<file path="src/sv/ordered_list_engine_macros.svh">
// ===========================================================================
// Ordered list engine assertion macros
// Shared assertion forms for the list engine modules.
// ===========================================================================
`ifndef ORDERED_LIST_ENGINE_MACROS_SVH
`define ORDERED_LIST_ENGINE_MACROS_SVH

// Property that must hold on every clock edge outside reset.
`define OLE_ASSERT(lbl, prop, msg) \
  lbl: assert property (@(posedge clk_i) disable iff (!rst_ni) (prop)) else $error(msg);

// Implication whose consequent is checked in the cycle after the antecedent.
`define OLE_ASSERT_NEXT(lbl, ante, cons, msg) \
  lbl: assert property (@(posedge clk_i) disable iff (!rst_ni) (ante) |=> (cons)) \
    else $error(msg);

`endif

</file>
<file path="src/sv/ole_pkg.sv">
// ===========================================================================
// Ordered list engine package
// Shared codes, widths and constants of the list engine.
// ===========================================================================
package ole_pkg;

  localparam int unsigned CapacityDef = 64;
  localparam int unsigned ValW = 32;
  localparam int unsigned PosW = 7;
  localparam int unsigned CntW = 7;
  localparam int unsigned ReqW = 4;
  localparam int unsigned StW = 3;
  // Slot address width of the largest pool.
  localparam int unsigned SlotW = 6;

  // Request codes.
  localparam logic [ReqW-1:0] ReqInsFirst = 4'd0;
  localparam logic [ReqW-1:0] ReqInsLast  = 4'd1;
  localparam logic [ReqW-1:0] ReqInsPos   = 4'd2;
  localparam logic [ReqW-1:0] ReqDelFirst = 4'd3;
  localparam logic [ReqW-1:0] ReqDelLast  = 4'd4;
  localparam logic [ReqW-1:0] ReqDelPos   = 4'd5;
  localparam logic [ReqW-1:0] ReqDelValue = 4'd6;
  localparam logic [ReqW-1:0] ReqReverse  = 4'd7;
  localparam logic [ReqW-1:0] ReqDump     = 4'd8;

  // Status codes.
  localparam logic [StW-1:0] StOk       = 3'd0;
  localparam logic [StW-1:0] StFull     = 3'd1;
  localparam logic [StW-1:0] StEmpty    = 3'd2;
  localparam logic [StW-1:0] StBadPos   = 3'd3;
  localparam logic [StW-1:0] StNotFound = 3'd4;

  typedef enum logic [3:0] {
    S_IDLE,
    S_DECIDE,
    S_WALK,
    S_WALK_WAIT,
    S_LINK,
    S_RELINK_WAIT,
    S_REV_WAIT,
    S_DUMP_WAIT,
    S_INIT,
    S_OUT
  } state_e;

  // Memory access request toward the slot store.
  typedef struct packed {
    logic             rd;
    logic [SlotW-1:0] rd_addr;
    logic             wr_val;
    logic             wr_lnk;
    logic [SlotW-1:0] wr_addr;
    logic [31:0]      wval;
    logic [6:0]       wlnk;
  } mem_req_t;

endpackage

</file>
<file path="src/sv/ole_slot_mem.sv">
// ===========================================================================
// Ordered list engine slot store
// Value and link memories, one write and one registered read per cycle.
// ===========================================================================
module ole_slot_mem #(
  parameter int unsigned Capacity = ole_pkg::CapacityDef,
  localparam int unsigned AddrW = (Capacity > 1) ? $clog2(Capacity) : 1
) (
  input  logic                 clk_i,
  input  logic                 rd_i,
  input  logic [AddrW-1:0]     rd_addr_i,
  input  logic                 wr_val_i,
  input  logic                 wr_lnk_i,
  input  logic [AddrW-1:0]     wr_addr_i,
  input  logic [31:0]          wval_i,
  input  logic [6:0]           wlnk_i,
  output logic [31:0]          rval_o,
  output logic [6:0]           rlnk_o
);

  logic [31:0] val_mem [Capacity];
  logic [6:0]  lnk_mem [Capacity];

  // Write ports.
  always_ff @(posedge clk_i) begin
    if (wr_val_i) val_mem[wr_addr_i] <= wval_i;
    if (wr_lnk_i) lnk_mem[wr_addr_i] <= wlnk_i;
  end

  // Registered read port.
  always_ff @(posedge clk_i) begin
    if (rd_i) begin
      rval_o <= val_mem[rd_addr_i];
      rlnk_o <= lnk_mem[rd_addr_i];
    end
  end

endmodule

</file>
<file path="src/sv/ole_free_stack.sv">
// ===========================================================================
// Ordered list engine free slot stack
// Stack of free slot indices in a memory, filled by a pass after reset.
// ===========================================================================
module ole_free_stack #(
  parameter int unsigned Capacity = ole_pkg::CapacityDef,
  localparam int unsigned AddrW = (Capacity > 1) ? $clog2(Capacity) : 1
) (
  input  logic             clk_i,
  input  logic             rst_ni,
  input  logic             push_i,
  input  logic [AddrW-1:0] push_slot_i,
  input  logic             pop_i,
  output logic [AddrW-1:0] top_slot_o,
  output logic             ready_o
);

  logic [AddrW-1:0] stk_mem [Capacity];
  logic [AddrW:0]   top_q, top_d;
  logic [AddrW:0]   init_q, init_d;
  logic             init_done_q;
  logic [AddrW-1:0] top_rd_q;
  logic [AddrW:0]   rd_ptr;

  assign ready_o = init_done_q;

  // Stack pointer and init sweep.
  always_comb begin
    top_d  = top_q;
    init_d = init_q;
    if (!init_done_q) begin
      init_d = init_q + 1'b1;
    end else if (push_i) begin
      top_d = top_q + 1'b1;
    end else if (pop_i) begin
      top_d = top_q - 1'b1;
    end
  end

  always_ff @(posedge clk_i or negedge rst_ni) begin
    if (!rst_ni) begin
      top_q       <= (AddrW+1)'(Capacity);
      init_q      <= '0;
      init_done_q <= 1'b0;
    end else begin
      top_q  <= top_d;
      init_q <= init_d;
      if (!init_done_q && init_q == (AddrW+1)'(Capacity - 1)) init_done_q <= 1'b1;
    end
  end

  // Memory write: init fills entry i with Capacity-1-i.
  always_ff @(posedge clk_i) begin
    if (!init_done_q) begin
      stk_mem[init_q[AddrW-1:0]] <= AddrW'((AddrW+1)'(Capacity - 1) - init_q);
    end else if (push_i) begin
      stk_mem[top_q[AddrW-1:0]] <= push_slot_i;
    end
  end

  // Top entry read, registered; pointer of the new top is read ahead.
  assign rd_ptr = top_d - 1'b1;
  always_ff @(posedge clk_i) begin
    top_rd_q <= stk_mem[rd_ptr[AddrW-1:0]];
  end

  // A push writes the new top this same edge; the read then sees the old
  // content, so forward it.
  logic             fwd_q;
  logic [AddrW-1:0] fwd_slot_q;
  always_ff @(posedge clk_i or negedge rst_ni) begin
    if (!rst_ni) fwd_q <= 1'b0;
    else         fwd_q <= init_done_q && push_i;
  end
  always_ff @(posedge clk_i) fwd_slot_q <= push_slot_i;

  assign top_slot_o = fwd_q ? fwd_slot_q : top_rd_q;

endmodule

</file>
<file path="src/sv/ole_ctrl.sv">
// ===========================================================================
// Ordered list engine controller
// Decodes requests, walks the links and sequences memory updates.
// ===========================================================================
`include "ordered_list_engine_macros.svh"

module ole_ctrl #(
  parameter int unsigned Capacity = ole_pkg::CapacityDef,
  localparam int unsigned AddrW = (Capacity > 1) ? $clog2(Capacity) : 1
) (
  input  logic                   clk_i,
  input  logic                   rst_ni,
  input  logic                   in_valid_i,
  output logic                   in_ready_o,
  input  logic [3:0]             req_type_i,
  input  logic [6:0]             position_i,
  input  logic [31:0]            value_i,
  output logic                   out_valid_o,
  input  logic                   out_ready_i,
  output logic [2:0]             status_o,
  output logic [31:0]            element_o,
  output logic [6:0]             count_o,
  output logic                   last_o,
  output ole_pkg::mem_req_t      mem_o,
  input  logic [31:0]            rval_i,
  input  logic [6:0]             rlnk_i,
  output logic                   push_o,
  output logic [AddrW-1:0]       push_slot_o,
  output logic                   pop_o,
  input  logic [AddrW-1:0]       free_slot_i,
  input  logic                   init_done_i
);

  localparam logic [6:0] NullLink = 7'd127;
  localparam int unsigned SlotW = ole_pkg::SlotW;

  ole_pkg::state_e state_q, state_d;

  logic [3:0]  req_q;
  logic [6:0]  pos_q;
  logic [31:0] val_q;
  logic [6:0]  head_q, head_d;
  logic [6:0]  cnt_q, cnt_d;
  logic [6:0]  idx_q, idx_d;        // walk step counter
  logic [6:0]  target_q, target_d;  // walk index of predecessor (insert) or victim (delete)
  logic [6:0]  cur_q, cur_d;        // current slot
  logic [6:0]  prev_q, prev_d;      // predecessor slot
  logic        acc_q;

  // Output register.
  logic        ovalid_q, ovalid_d;
  logic [2:0]  ost_q, ost_d;
  logic [31:0] oel_q, oel_d;
  logic        olast_q, olast_d;
  logic        finish_d;

  logic in_fire, out_fire;
  assign in_ready_o = (state_q == ole_pkg::S_IDLE) && init_done_i && !ovalid_q;
  assign in_fire    = in_valid_i && in_ready_o;
  assign out_fire   = ovalid_q && out_ready_i;

  assign out_valid_o = ovalid_q;
  assign status_o    = ost_q;
  assign element_o   = oel_q;
  assign count_o     = cnt_q;
  assign last_o      = olast_q;

  logic is_ins, is_del;
  assign is_ins = (req_q == ole_pkg::ReqInsFirst) || (req_q == ole_pkg::ReqInsLast) ||
                  (req_q == ole_pkg::ReqInsPos);
  assign is_del = (req_q == ole_pkg::ReqDelFirst) || (req_q == ole_pkg::ReqDelLast) ||
                  (req_q == ole_pkg::ReqDelPos) || (req_q == ole_pkg::ReqDelValue);

  // Next state.
  always_comb begin
    state_d = state_q;
    unique case (state_q)
      ole_pkg::S_IDLE:        if (in_fire) state_d = ole_pkg::S_DECIDE;
      ole_pkg::S_DECIDE: begin
        // A dump has its head read in flight already.
        if (finish_d) state_d = ole_pkg::S_OUT;
        else if (req_q == ole_pkg::ReqDump) state_d = ole_pkg::S_DUMP_WAIT;
        else state_d = ole_pkg::S_WALK;
      end
      ole_pkg::S_WALK:        state_d = ole_pkg::S_WALK_WAIT;
      ole_pkg::S_WALK_WAIT:   state_d = finish_d ? ole_pkg::S_OUT : ole_pkg::S_WALK;
      ole_pkg::S_LINK:        state_d = ole_pkg::S_RELINK_WAIT;
      ole_pkg::S_RELINK_WAIT: state_d = ole_pkg::S_OUT;
      ole_pkg::S_REV_WAIT:    state_d = finish_d ? ole_pkg::S_OUT : ole_pkg::S_WALK;
      ole_pkg::S_DUMP_WAIT:   state_d = finish_d ? ole_pkg::S_OUT : ole_pkg::S_DUMP_WAIT;
      ole_pkg::S_INIT:        state_d = ole_pkg::S_IDLE;
      ole_pkg::S_OUT:         state_d = ole_pkg::S_OUT;
      default:                state_d = ole_pkg::S_IDLE;
    endcase
    if (state_q == ole_pkg::S_WALK_WAIT && acc_q) state_d = ole_pkg::S_LINK;
    if (state_q == ole_pkg::S_OUT && (!ovalid_q || out_fire))
      state_d = olast_q ? ole_pkg::S_IDLE : ole_pkg::S_DUMP_WAIT;
    if (state_q == ole_pkg::S_DUMP_WAIT && !finish_d) state_d = ole_pkg::S_DUMP_WAIT;
  end

  // Datapath and outputs.
  always_comb begin
    head_d   = head_q;
    cnt_d    = cnt_q;
    idx_d    = idx_q;
    target_d = target_q;
    cur_d    = cur_q;
    prev_d   = prev_q;
    ovalid_d = ovalid_q;
    ost_d    = ost_q;
    oel_d    = oel_q;
    olast_d  = olast_q;
    finish_d = 1'b0;
    mem_o    = '0;
    push_o   = 1'b0;
    pop_o    = 1'b0;
    push_slot_o = cur_q[AddrW-1:0];

    if (out_fire) ovalid_d = 1'b0;

    unique case (state_q)
      ole_pkg::S_IDLE: begin
      end
      ole_pkg::S_DECIDE: begin
        // Defaults for a one-result request.
        ost_d   = ole_pkg::StOk;
        oel_d   = '0;
        olast_d = 1'b1;
        idx_d   = '0;
        cur_d   = head_q;
        prev_d  = NullLink;
        finish_d = 1'b1;
        if (is_ins) begin
          if (cnt_q >= 7'(Capacity)) begin
            ost_d = ole_pkg::StFull;
          end else if (req_q == ole_pkg::ReqInsFirst ||
                       (req_q == ole_pkg::ReqInsPos && pos_q == 7'd1)) begin
            // Front insert needs no walk.
            mem_o.wr_val  = 1'b1;
            mem_o.wr_lnk  = 1'b1;
            mem_o.wr_addr = SlotW'(free_slot_i);
            mem_o.wval    = val_q;
            mem_o.wlnk    = head_q;
            head_d        = 7'(free_slot_i);
            pop_o         = 1'b1;
            cnt_d         = cnt_q + 1'b1;
          end else if (req_q == ole_pkg::ReqInsPos &&
                       (pos_q == 7'd0 || pos_q > cnt_q + 7'd1)) begin
            ost_d = ole_pkg::StBadPos;
          end else if (req_q == ole_pkg::ReqInsLast && cnt_q == 7'd0) begin
            mem_o.wr_val  = 1'b1;
            mem_o.wr_lnk  = 1'b1;
            mem_o.wr_addr = SlotW'(free_slot_i);
            mem_o.wval    = val_q;
            mem_o.wlnk    = head_q;
            head_d        = 7'(free_slot_i);
            pop_o         = 1'b1;
            cnt_d         = cnt_q + 1'b1;
          end else begin
            // Walk to the predecessor at position k-1, index k-2.
            target_d = (req_q == ole_pkg::ReqInsLast) ? cnt_q - 7'd1 : pos_q - 7'd2;
            finish_d = 1'b0;
          end
        end else if (is_del) begin
          if (cnt_q == 7'd0) begin
            ost_d = ole_pkg::StEmpty;
          end else if (req_q == ole_pkg::ReqDelPos && (pos_q == 7'd0 || pos_q > cnt_q)) begin
            ost_d = ole_pkg::StBadPos;
          end else begin
            // Every delete walks; target is the index of the victim, or 127 when deleting by value.
            unique case (req_q)
              ole_pkg::ReqDelFirst: target_d = 7'd0;
              ole_pkg::ReqDelLast:  target_d = cnt_q - 7'd1;
              ole_pkg::ReqDelPos:   target_d = pos_q - 7'd1;
              default:              target_d = 7'd127;
            endcase
            finish_d = 1'b0;
          end
        end else if (req_q == ole_pkg::ReqReverse) begin
          if (cnt_q != 7'd0) finish_d = 1'b0;
        end else if (req_q == ole_pkg::ReqDump) begin
          if (cnt_q == 7'd0) ost_d = ole_pkg::StEmpty;
          else finish_d = 1'b0;
        end
        if (finish_d) ovalid_d = 1'b1;
        if (!finish_d && req_q == ole_pkg::ReqDump) begin
          mem_o.rd      = 1'b1;
          mem_o.rd_addr = SlotW'(head_q[AddrW-1:0]);
        end
      end
      ole_pkg::S_WALK: begin
        // Read the current slot.
        mem_o.rd      = 1'b1;
        mem_o.rd_addr = SlotW'(cur_q[AddrW-1:0]);
      end
      ole_pkg::S_WALK_WAIT: begin
        if (is_ins) begin
          // cur is the node at idx; stop once idx reaches the target.
          if (idx_q == target_q) begin
            mem_o.wr_val  = 1'b1;
            mem_o.wr_lnk  = 1'b1;
            mem_o.wr_addr = SlotW'(free_slot_i);
            mem_o.wval    = val_q;
            mem_o.wlnk    = rlnk_i;
            pop_o         = 1'b1;
            prev_d        = cur_q;
            cur_d         = 7'(free_slot_i);
          end else begin
            idx_d = idx_q + 1'b1;
            cur_d = rlnk_i;
          end
        end else if (req_q == ole_pkg::ReqReverse) begin
          mem_o.wr_lnk  = 1'b1;
          mem_o.wr_addr = SlotW'(cur_q[AddrW-1:0]);
          mem_o.wlnk    = prev_q;
          prev_d        = cur_q;
          cur_d         = rlnk_i;
          idx_d         = idx_q + 1'b1;
          if (idx_q + 7'd1 == cnt_q) begin
            head_d   = cur_q;
            finish_d = 1'b1;
            ovalid_d = 1'b1;
          end
        end else begin
          // Delete walk: cur is node idx, prev its predecessor.
          if (idx_q == target_q ||
              (req_q == ole_pkg::ReqDelValue && rval_i == val_q)) begin
            oel_d = rval_i;
            if (prev_q == NullLink) begin
              head_d = rlnk_i;
            end else begin
              mem_o.wr_lnk  = 1'b1;
              mem_o.wr_addr = SlotW'(prev_q[AddrW-1:0]);
              mem_o.wlnk    = rlnk_i;
            end
            push_o      = 1'b1;
            push_slot_o = cur_q[AddrW-1:0];
            cnt_d       = cnt_q - 1'b1;
            finish_d    = 1'b1;
            ovalid_d    = 1'b1;
          end else if (idx_q + 7'd1 == cnt_q) begin
            ost_d    = ole_pkg::StNotFound;
            finish_d = 1'b1;
            ovalid_d = 1'b1;
          end else begin
            idx_d  = idx_q + 1'b1;
            prev_d = cur_q;
            cur_d  = rlnk_i;
          end
        end
      end
      ole_pkg::S_LINK: begin
        // Link predecessor to the new slot.
        mem_o.wr_lnk  = 1'b1;
        mem_o.wr_addr = SlotW'(prev_q[AddrW-1:0]);
        mem_o.wlnk    = cur_q;
        cnt_d         = cnt_q + 1'b1;
      end
      ole_pkg::S_RELINK_WAIT: begin
        ovalid_d = 1'b1;
      end
      ole_pkg::S_REV_WAIT: begin
      end
      ole_pkg::S_DUMP_WAIT: begin
        // Read data of cur is present: show it.
        ost_d    = ole_pkg::StOk;
        oel_d    = rval_i;
        olast_d  = (idx_q + 7'd1 == cnt_q);
        cur_d    = rlnk_i;
        idx_d    = idx_q + 1'b1;
        ovalid_d = 1'b1;
        finish_d = 1'b1;
      end
      ole_pkg::S_INIT: begin
      end
      ole_pkg::S_OUT: begin
        // Next dump element read issued while the result leaves.
        if ((!ovalid_q || out_fire) && !olast_q) begin
          mem_o.rd      = 1'b1;
          mem_o.rd_addr = SlotW'(cur_q[AddrW-1:0]);
        end
      end
      default: begin
      end
    endcase
  end

  // Walk-done flag for inserts.
  always_ff @(posedge clk_i or negedge rst_ni) begin
    if (!rst_ni) begin
      acc_q <= 1'b0;
    end else begin
      acc_q <= (state_q == ole_pkg::S_WALK) && is_ins && (idx_q == target_q);
    end
  end

  always_ff @(posedge clk_i or negedge rst_ni) begin
    if (!rst_ni) begin
      state_q  <= ole_pkg::S_IDLE;
      head_q   <= NullLink;
      cnt_q    <= '0;
      ovalid_q <= 1'b0;
    end else begin
      state_q  <= state_d;
      head_q   <= head_d;
      cnt_q    <= cnt_d;
      ovalid_q <= ovalid_d;
    end
  end

  always_ff @(posedge clk_i) begin
    if (in_fire) begin
      req_q <= req_type_i;
      pos_q <= position_i;
      val_q <= value_i;
    end
    idx_q    <= idx_d;
    target_q <= target_d;
    cur_q    <= cur_d;
    prev_q   <= prev_d;
    ost_q    <= ost_d;
    oel_q    <= oel_d;
    olast_q  <= olast_d;
  end

  `OLE_ASSERT(a_cnt_range, cnt_q <= 7'(Capacity), "count above capacity")
  `OLE_ASSERT(a_no_push_pop, !(push_o && pop_o), "push and pop together")
  `OLE_ASSERT_NEXT(a_hold_out, ovalid_q && !out_ready_i, ovalid_q, "result dropped")
  `OLE_ASSERT(a_idle_ready, !(in_ready_o && ovalid_q), "accept with pending result")

endmodule

</file>
<file path="src/sv/ordered_list_engine.sv">
// ===========================================================================
// Ordered list engine
// Bounded singly linked list of signed values in a pool of linked slots.
// ===========================================================================
//  Channel  | Direction | Contents
//  s_axis   | in        | tdata: req_type[3:0], position[10:4], value[42:11]
//  m_axis   | out       | tdata: status[2:0], element[34:3], count[41:35]; tlast: last
//
// One request at a time. Front inserts and requests rejected on decode need
// no walk; walking requests step one slot at a time, each step a registered
// memory read then an update. Dump gives its results one by one, reading the
// next element as each result leaves. After reset the free-slot stack is
// filled before the first request is taken. Either side may stall.
module ordered_list_engine #(
  parameter int unsigned CAPACITY = ole_pkg::CapacityDef
) (
  input  logic        clk_i,
  input  logic        rst_ni,
  input  logic        s_axis_tvalid,
  output logic        s_axis_tready,
  input  logic [47:0] s_axis_tdata,   // req_type, position, value, zero fill
  output logic        m_axis_tvalid,
  input  logic        m_axis_tready,
  output logic [47:0] m_axis_tdata,   // status, element, count, zero fill
  output logic        m_axis_tlast    // last
);

  localparam int unsigned AddrW = (CAPACITY > 1) ? $clog2(CAPACITY) : 1;

  ole_pkg::mem_req_t mem_req;
  logic [31:0]       rval;
  logic [6:0]        rlnk;
  logic              push, pop, init_done;
  logic [AddrW-1:0]  push_slot, free_slot;
  logic [2:0]        status;
  logic [31:0]       element;
  logic [6:0]        count;

  assign m_axis_tdata = {6'd0, count, element, status};

  ole_ctrl #(.Capacity(CAPACITY)) u_ctrl (
    .clk_i, .rst_ni,
    .in_valid_i  (s_axis_tvalid),
    .in_ready_o  (s_axis_tready),
    .req_type_i  (s_axis_tdata[3:0]),
    .position_i  (s_axis_tdata[10:4]),
    .value_i     (s_axis_tdata[42:11]),
    .out_valid_o (m_axis_tvalid),
    .out_ready_i (m_axis_tready),
    .status_o    (status),
    .element_o   (element),
    .count_o     (count),
    .last_o      (m_axis_tlast),
    .mem_o       (mem_req),
    .rval_i      (rval),
    .rlnk_i      (rlnk),
    .push_o      (push),
    .push_slot_o (push_slot),
    .pop_o       (pop),
    .free_slot_i (free_slot),
    .init_done_i (init_done)
  );

  ole_slot_mem #(.Capacity(CAPACITY)) u_mem (
    .clk_i,
    .rd_i      (mem_req.rd),
    .rd_addr_i (mem_req.rd_addr[AddrW-1:0]),
    .wr_val_i  (mem_req.wr_val),
    .wr_lnk_i  (mem_req.wr_lnk),
    .wr_addr_i (mem_req.wr_addr[AddrW-1:0]),
    .wval_i    (mem_req.wval),
    .wlnk_i    (mem_req.wlnk),
    .rval_o    (rval),
    .rlnk_o    (rlnk)
  );

  ole_free_stack #(.Capacity(CAPACITY)) u_free (
    .clk_i, .rst_ni,
    .push_i      (push),
    .push_slot_i (push_slot),
    .pop_i       (pop),
    .top_slot_o  (free_slot),
    .ready_o     (init_done)
  );

endmodule
</file>
<file path="config.mk">
export PLATFORM = sky130hd
export DESIGN_NAME = ordered_list_engine
export DESIGN_NICKNAME = d
export VERILOG_FILES = /design/src/sv/ole_pkg.sv /design/src/sv/ole_slot_mem.sv /design/src/sv/ole_free_stack.sv /design/src/sv/ole_ctrl.sv /design/src/sv/ordered_list_engine.sv
export VERILOG_INCLUDE_DIRS = /design/src /design/src/sv
export SDC_FILE = /design/constraint.sdc
export NUM_CORES = 2
export LEC_CHECK = 0
export BUFFER_PORTS_ARGS = -buffer_cell sky130_fd_sc_hd__buf_2
export CAP_MARGIN = 0
export CORE_MARGIN = 4
export CORE_UTILIZATION = 55
export CTS_CLUSTER_SIZE = 40
export DETAILED_ROUTE_END_ITERATION = 10
export PLACE_DENSITY = 0.83
export REMOVE_ABC_BUFFERS = 1
export SLEW_MARGIN = 10
export SYNTH_ARGS = -nofsm -noshare
export SYNTH_HDL_FRONTEND = slang
export SYNTH_SLANG_ARGS = --single-unit
</file>
<file path="constraint.sdc">
create_clock -name clk_i -period 14.4 [get_ports clk_i]
set_clock_uncertainty 0.05 [all_clocks]
set_input_delay 1.44 -clock clk_i [delete_from_list [all_inputs] [get_ports clk_i]]
set_output_delay 1.44 -clock clk_i [all_outputs]
set_load 0.01 [all_outputs]
</file>
== Yosys cells after proc, flatten, opt, wreduce, memory -nomap -nowiden ==
Memory sizes are Yosys's and may differ from the RTL's. A register that Yosys moved wholly into a read port is not among the register bits.
Cells that the tools add are included.
Operators by class
  add/sub/neg operators: 10
  multipliers: 0
  div/mod/pow operators: 0
  order comparisons: 3
  eq/ne operators: 45
  shift operators: 0
  mux-type cells: 152
  bitwise operators: 0
  reductions and logical operators: 55
Operators with widths (number)
  2-to-1 mux 7 bit: 55
  2-to-1 mux 47 bit: 6
  case mux 7 bit (3 select lines): 7
  2-to-1 mux 32 bit: 4
  case mux 32 bit (3 select lines): 1
  case mux 32 bit (2 select lines): 1
  2-to-1 mux 1 bit: 43
  2-to-1 mux 3 bit: 13
  equality test 32 bit: 1
  equality test 4 x 3 -> 1 bit (second input constant): 8
  adder 7 x 1 -> 7 bit (second input constant): 4
  2-to-1 mux 4 bit: 7
  case mux 4 bit (7 select lines): 1
  case mux 7 bit (2 select lines): 2
  subtractor 7 x 1 -> 7 bit (second input constant): 3
  != test 2 bit (second input constant): 10
  logical AND 1 bit: 18
  2-to-1 mux 6 bit: 3
  equality test 4 x 2 -> 1 bit (second input constant): 4
  AND reduction 8 bit: 2
  != test 3 bit (second input constant): 5
  equality test 7 bit: 2
  > comparator 7 bit: 2
  logical NOT 7 bit: 2
  30 further kinds: 61
Word-level totals
  register bits after elaboration: 149
  latch bits: 0
  bits in writable memories: 2880
  ROM bits: 0
  input port bits: 52
  output and inout bits: 51
  memories kept: 3
Memories
  u_mem.val_mem: words 64, bits a word 32, read ports 1, clocked after Yosys merged registers in 1, wr ports 1, line ole_slot_mem.sv:21  | logic [31:0] val_mem [Capacity];
  u_mem.lnk_mem: words 64, bits a word 7, read ports 1, clocked after Yosys merged registers in 1, wr ports 1, line ole_slot_mem.sv:22  | logic [6:0] lnk_mem [Capacity];
  u_free.stk_mem: words 64, bits a word 6, read ports 1, clocked after Yosys merged registers in 1, wr ports 1, line ole_free_stack.sv:18  | logic [AddrW-1:0] stk_mem [Capacity];

== Logic depth before layout (Yosys ltp) ==
  depth after elaboration: 15
  gate-level depth with buffers: 25
  gate-level depth less buffers: 16

== Cells and area by module ==
Synthesis repeated with hierarchy kept, for this count alone.
Unflattened totals
  cell total of the unflattened synthesis: 5686
  area, all modules: 121089.9 µm²
By module, submodules not included
  ole_slot_mem: times used 1, cells an instance 4108, area an instance 96782.8 µm², sequential area each 76123.0 µm²
  ole_free_stack: times used 1, cells an instance 845, area an instance 16589.7 µm², sequential area each 12146.6 µm²
  ole_ctrl: times used 1, cells an instance 726, area an instance 7668.6 µm², sequential area each 3722.3 µm²
  ordered_list_engine: times used 1, cells an instance 7, area an instance 48.8 µm², sequential area each 0.0 µm²

== Least setup slack after synthesis ==
No wires, ideal clock.
  kind: register to register
  start point: register u_ctrl.req_q[3]
  end point: register u_free.top_rd_q[5] (read register of u_free.stk_mem)
  arrival: 5.527 ns
  data required time: 14.229 ns
  slack: 8.702 ns
  stages on the path, launching flop included: 24
  clock period less this slack: 5.698 ns
  path through: edfxtp_1 buf_6 nand2b_4 or4_4 nor4_4 a31oi_1 buf_2 o21ai_2 nand2_1 xnor2_2 inv_2 buf_6 buf_2 buf_1 clkbuf_1 buf_2 ha_1 clkbuf_1 clkbuf_1 clkbuf_1 mux4_2 mux4_2 a221oi_1 nand2_1
On the way
  longest elaborated chain between the ends: 12
RTL lines
  start, declared: line ole_ctrl.sv:39  | logic [3:0] req_q;
  start signal, assigned: line ole_ctrl.sv:313  | req_q <= req_type_i;
  equality test 4 x 1 -> 1 bit: line ole_ctrl.sv:69, ole_ctrl.sv:150
  logical AND 1 bit: line ole_ctrl.sv:150  | end else if (req_q == ole_pkg::ReqInsLast && cnt_q == 7'd0) begin
  2-to-1 mux 1 bit: line ole_ctrl.sv:150
  2-to-1 mux 1 bit: line ole_ctrl.sv:147  | end else if (req_q == ole_pkg::ReqInsPos &&
  2-to-1 mux 1 bit: line ole_ctrl.sv:136  | end else if (req_q == ole_pkg::ReqInsFirst ||
  2-to-1 mux 1 bit: line ole_ctrl.sv:134  | if (cnt_q >= 7'(Capacity)) begin
  2-to-1 mux 1 bit: line ole_ctrl.sv:133  | if (is_ins) begin
  case mux 1 bit (2 select lines): line ole_ctrl.sv:121  | unique case (state_q)
  2-to-1 mux 7 bit: line ole_free_stack.sv:35  | end else if (pop_i) begin
  2-to-1 mux 7 bit *: line ole_free_stack.sv:33  | end else if (push_i) begin
  2-to-1 mux 7 bit *: line ole_free_stack.sv:31  | if (!init_done_q) begin
  subtractor 6 x 1 -> 6 bit *: line ole_free_stack.sv:62  | assign rd_ptr = top_d - 1'b1;
  end, declared: line ole_free_stack.sv:22  | logic [AddrW-1:0] top_rd_q;
Mark *: on every way between the ends. The rest lies on a longest branch, timed or not.
A chain may end at the register's enable or synchronous reset.

== Final worst setup path ==
  start point: register u_ctrl.val_q[26]
  end point: register u_free.top_rd_q[1] (read register of u_free.stk_mem)
On the way
  longest elaborated chain between the ends: 10
RTL lines
  start, declared: line ole_ctrl.sv:41  | logic [31:0] val_q;
  start signal, assigned: line ole_ctrl.sv:315  | val_q <= value_i;
  equality test 32 bit: line ole_ctrl.sv:227  | (req_q == ole_pkg::ReqDelValue && rval_i == val_q)) begin
  logical AND 1 bit: line ole_ctrl.sv:227
  logical OR 1 bit: line ole_ctrl.sv:226  | if (idx_q == target_q ||
  2-to-1 mux 1 bit: line ole_ctrl.sv:226
  2-to-1 mux 1 bit: line ole_ctrl.sv:212  | end else if (req_q == ole_pkg::ReqReverse) begin
  2-to-1 mux 1 bit: line ole_ctrl.sv:197  | if (is_ins) begin
  2-to-1 mux 1 bit: line ole_ctrl.sv:121
  2-to-1 mux 7 bit: line ole_free_stack.sv:33
  2-to-1 mux 7 bit: line ole_free_stack.sv:31
  subtractor 6 x 1 -> 6 bit: line ole_free_stack.sv:62
No other way between the ends.

==> impl_metrics.toml <==
[synthesis]
syn_area_per_cell_um2 = 16.2
synth.distinct_cells = 80
synthFlopType = "edfxtp_1"
synthXorXnorAreaFrac_pct = 0.653
yosysWarnings = 0
synth_cells = 7519
synthMuxAreaShare_pct = 8.57
synthArstFlopShare_pct = 1.14
synth_edf_count = 3026
mappedNetlistArea_um2 = 122000
synth_top_family_by_area = "simple AND/OR/NAND/NOR gates"
ys_ff_latch = 3073
synth_compound_area_share_pct = 2.67
synth_simple_gate_area_share_pct = 10.5
synth_adder_area_share_pct = 0.278
ys_seq_area_share_pct = 75.6

[layout]
final_area_um2 = 135000
syn2layout_area_growth_pct = 11.2
nets = 7713
fin_util_pct = 61.5
nFillCells = 14400
final_cell_mix = "3026 x edfxtp_1, 1362 x nand2_1, 770 x nand3_1, 391 x mux4_2, 305 x clkbuf_16"
multi_input_area_um2 = 28500
layout_commonest_cell = "edfxtp_1"
finalNonFillerCells = 10800
seqCellArea_um2 = 92000
drive_gt1_share_pct = 15.7

[worst_setup_path]
crit_type = "reg -> reg"
cp_num_buf_inv = 4
critical_path.endpoint_type = "flop"
required_ps = 15090
crit_top_cell = "buf_4"
regToRegStartpoint = "u_ctrl.val_q[26]"
worstSetupStartpointType = "flop"
max_stage_delay_ps = 850
crit_fanout = 65
path_cells = "xnor2_1 -> nand3_1 -> nor3_1 -> buf_4 -> a31oi_1 -> buf_4 -> o21ai_2 -> nand2_1 -> xnor2_2 -> inv_6 -> ha_4 -> buf_4 -> mux4_2 -> mux4_2 -> a221oi_1 -> nand2_1"
slowest_stage = "ha_4"
crit_arrival_ps = 8280
critical-path-top-delay-family = "buffers and inverters"
crit_start = "u_ctrl.val_q[26]"

[route]
drt-wirelength-per-cell_um = 30.9
ant_nets = 0
drt-pass1-iter-count = 10
dr_total_vias = 73300
drtIter0Drc = 12300
drc_errors = 0
drt_wl_total_um = 334000
vias_per_cell = 6.78

[floorplanning]
start_util_pct = 55.3
die_height_um = 478
rows = 172
die_w_um = 478
dieArea_um2 = 229000
core-area_um2 = 220000
num_io_pins = 103

[clock_tree]
cts_tree = "built"
postCtsSetupBuffers = 0
cts_sinks = 3073
cts_buffer_depth = 4
cts_resized = 0
cts-buffers-inserted = 300
cts-root-buf = "clkbuf_16"
h-tree-depth = 5
clkLatencyLatePin_ps = 970
path_clk_slew_ps = 60
cts_hold_buf = 0

[place]
port_buffers = 91
dp.cells = 10300
place_area_um2 = 126000
post-dp-hpwl_um = 172000
pre_cts_slack_ps = 7000
gp_congestion = 0.909

[global_route]
gr-total-overflow = 0
grt_pass1_vias = 72200
use_met1_pct = 36.1
antenna_found_initial = 16
grtUsageTotal_pct = 28.6
grt_max_degree = 213
use_met2_pct = 44.2
busiest_layer = "met2"
grt_pass1_wl_um = 482000
use_met3_pct = 8.64

[worst_hold_path]
min_path_type = "reg -> reg"
hold_start = "u_free.init_q[6]"

[sta]
report.final.slew_viol_count = 0
hold_ws_ps = 425
fin_ws_ps = 6810
setup_viol = 0
period_minus_slack_ps = 7590
tightest_slew_ps = 1320
hold_viol = 0
rsz0062_at_grt = "false"
maxSlewHeadroom_pct = 11.7
period_share_pct = 52.7
max_freq_mhz = 132

[power_and_ir_drop]
p_per_area_nw_per_um2 = 145
irDropWorstVdd_mv = 0.133
p_leak_nw = 42.8

[job]
max-cap-violations = 0

[outcome]
status = "complete, no violations"
[metrics by stage]
step	TNS, ps	power [mW]
3_5_place_dp	0	12.1
6_report	0	19.6
5_1_grt	0	20.1
4_1_cts	0	19.5
2_1_floorplan	-1618250	12.7
3_3_place_gp	0	12.1
[where the power goes]
group,internal [mW],switching [mW]
clock,4.22,3.27
combinational,0.641,1.32
sequential,9.93,0.171
total,14.8,4.76
[worst reg2reg max path, stage by stage, from the launching register on]
cell      delay [ps]
edfxtp_1         540
xnor2_1          670
nand3_1          480
nor3_1           320
buf_4            250
a31oi_1          100
buf_4            230
o21ai_2          160
nand2_1          100
xnor2_2          680
inv_6            460
ha_4             900
buf_4            710
mux4_2           480
mux4_2           510
a221oi_1         540
nand2_1          220
[flip-flops by register name (all words and copies together) (netlist names), 32 cells and up]
name,count
u_ctrl.element_o,32
u_ctrl.val_q,32
u_free.stk_mem,384
u_mem.lnk_mem,448
u_mem.rval_o,32
u_mem.val_mem,2048
[layer usage]
layer / vias to the layer above / share of wire, % / wire length [um]
li1: 29200 / - / -
met4: 8 / 7.3 / 24400
met2: 6466 / 46 / 154000
met5: - / 0.017 / 58
met3: 1363 / 14 / 47500
met1: 36200 / 32 / 108000
[layout make-up]
class | instances | area share [%]
Antenna cell | 8 | 0.0148
Clock buffer | 351 | 5.77
Clock inverter | 158 | 0.968
Inverter | 41 | 0.118
Multi-Input combinational cell | 3966 | 21.1
Sequential cell | 3073 | 68.0
Tap cell | 2958 | 2.74
Timing Repair Buffer | 252 | 1.28
[final timing paths]
| kind | endpoint | slack, ps | cells past startpoint |
|---|---|---|---|
| max | u_free.top_rd_q[1] | 6810 | 16 |
| min | u_free.init_q[6] | 430 | 1 |
| max reg2reg | u_free.top_rd_q[1] | 6810 | 16 |
| min reg2reg | u_free.init_q[6] | 430 | 1 |
| max in group asynchronous | u_ctrl.acc_q | 13120 | 1 |
| min in group asynchronous | u_free.top_q[4] | 580 | 1 |
[cells in the mapped netlist, types with 27 or more instances]
cell | count | area, um^2
buf_2 | 80 | 400
dfrtp_1 | 28 | 701
nor2_1 | 279 | 1050
clkbuf_1 | 274 | 1030
o211ai_1 | 29 | 218
inv_1 | 34 | 128
buf_1 | 62 | 233
xnor2_1 | 72 | 631
nand3_1 | 770 | 3850
and3_1 | 91 | 569
a22oi_1 | 85 | 638
mux2_2 | 29 | 327
a32oi_1 | 27 | 236
mux4_2 | 391 | 8810
mux2i_1 | 129 | 1290
edfxtp_1 | 3026 | 90900
a31oi_1 | 75 | 469
o21ai_0 | 54 | 270
nand2_1 | 1362 | 5110
a21oi_1 | 67 | 335
nand4_1 | 64 | 400
and2_1 | 73 | 457
nor3_1 | 45 | 225
ha_1 | 27 | 338
[cell families (layout without fill, tap and decap cells)]
group,Yosys count,count (layout)
AO/OA/AOI/OAI,468,468
XOR/XNOR,89,89
adder cells (fa/ha/maj),27,27
buffers and inverters,485,802
flip-flops,3073,3073
multiplexers,549,549
other,1,14
AND/OR/NAND/NOR,2827,2827
Power figures use the tool's default switching activity.
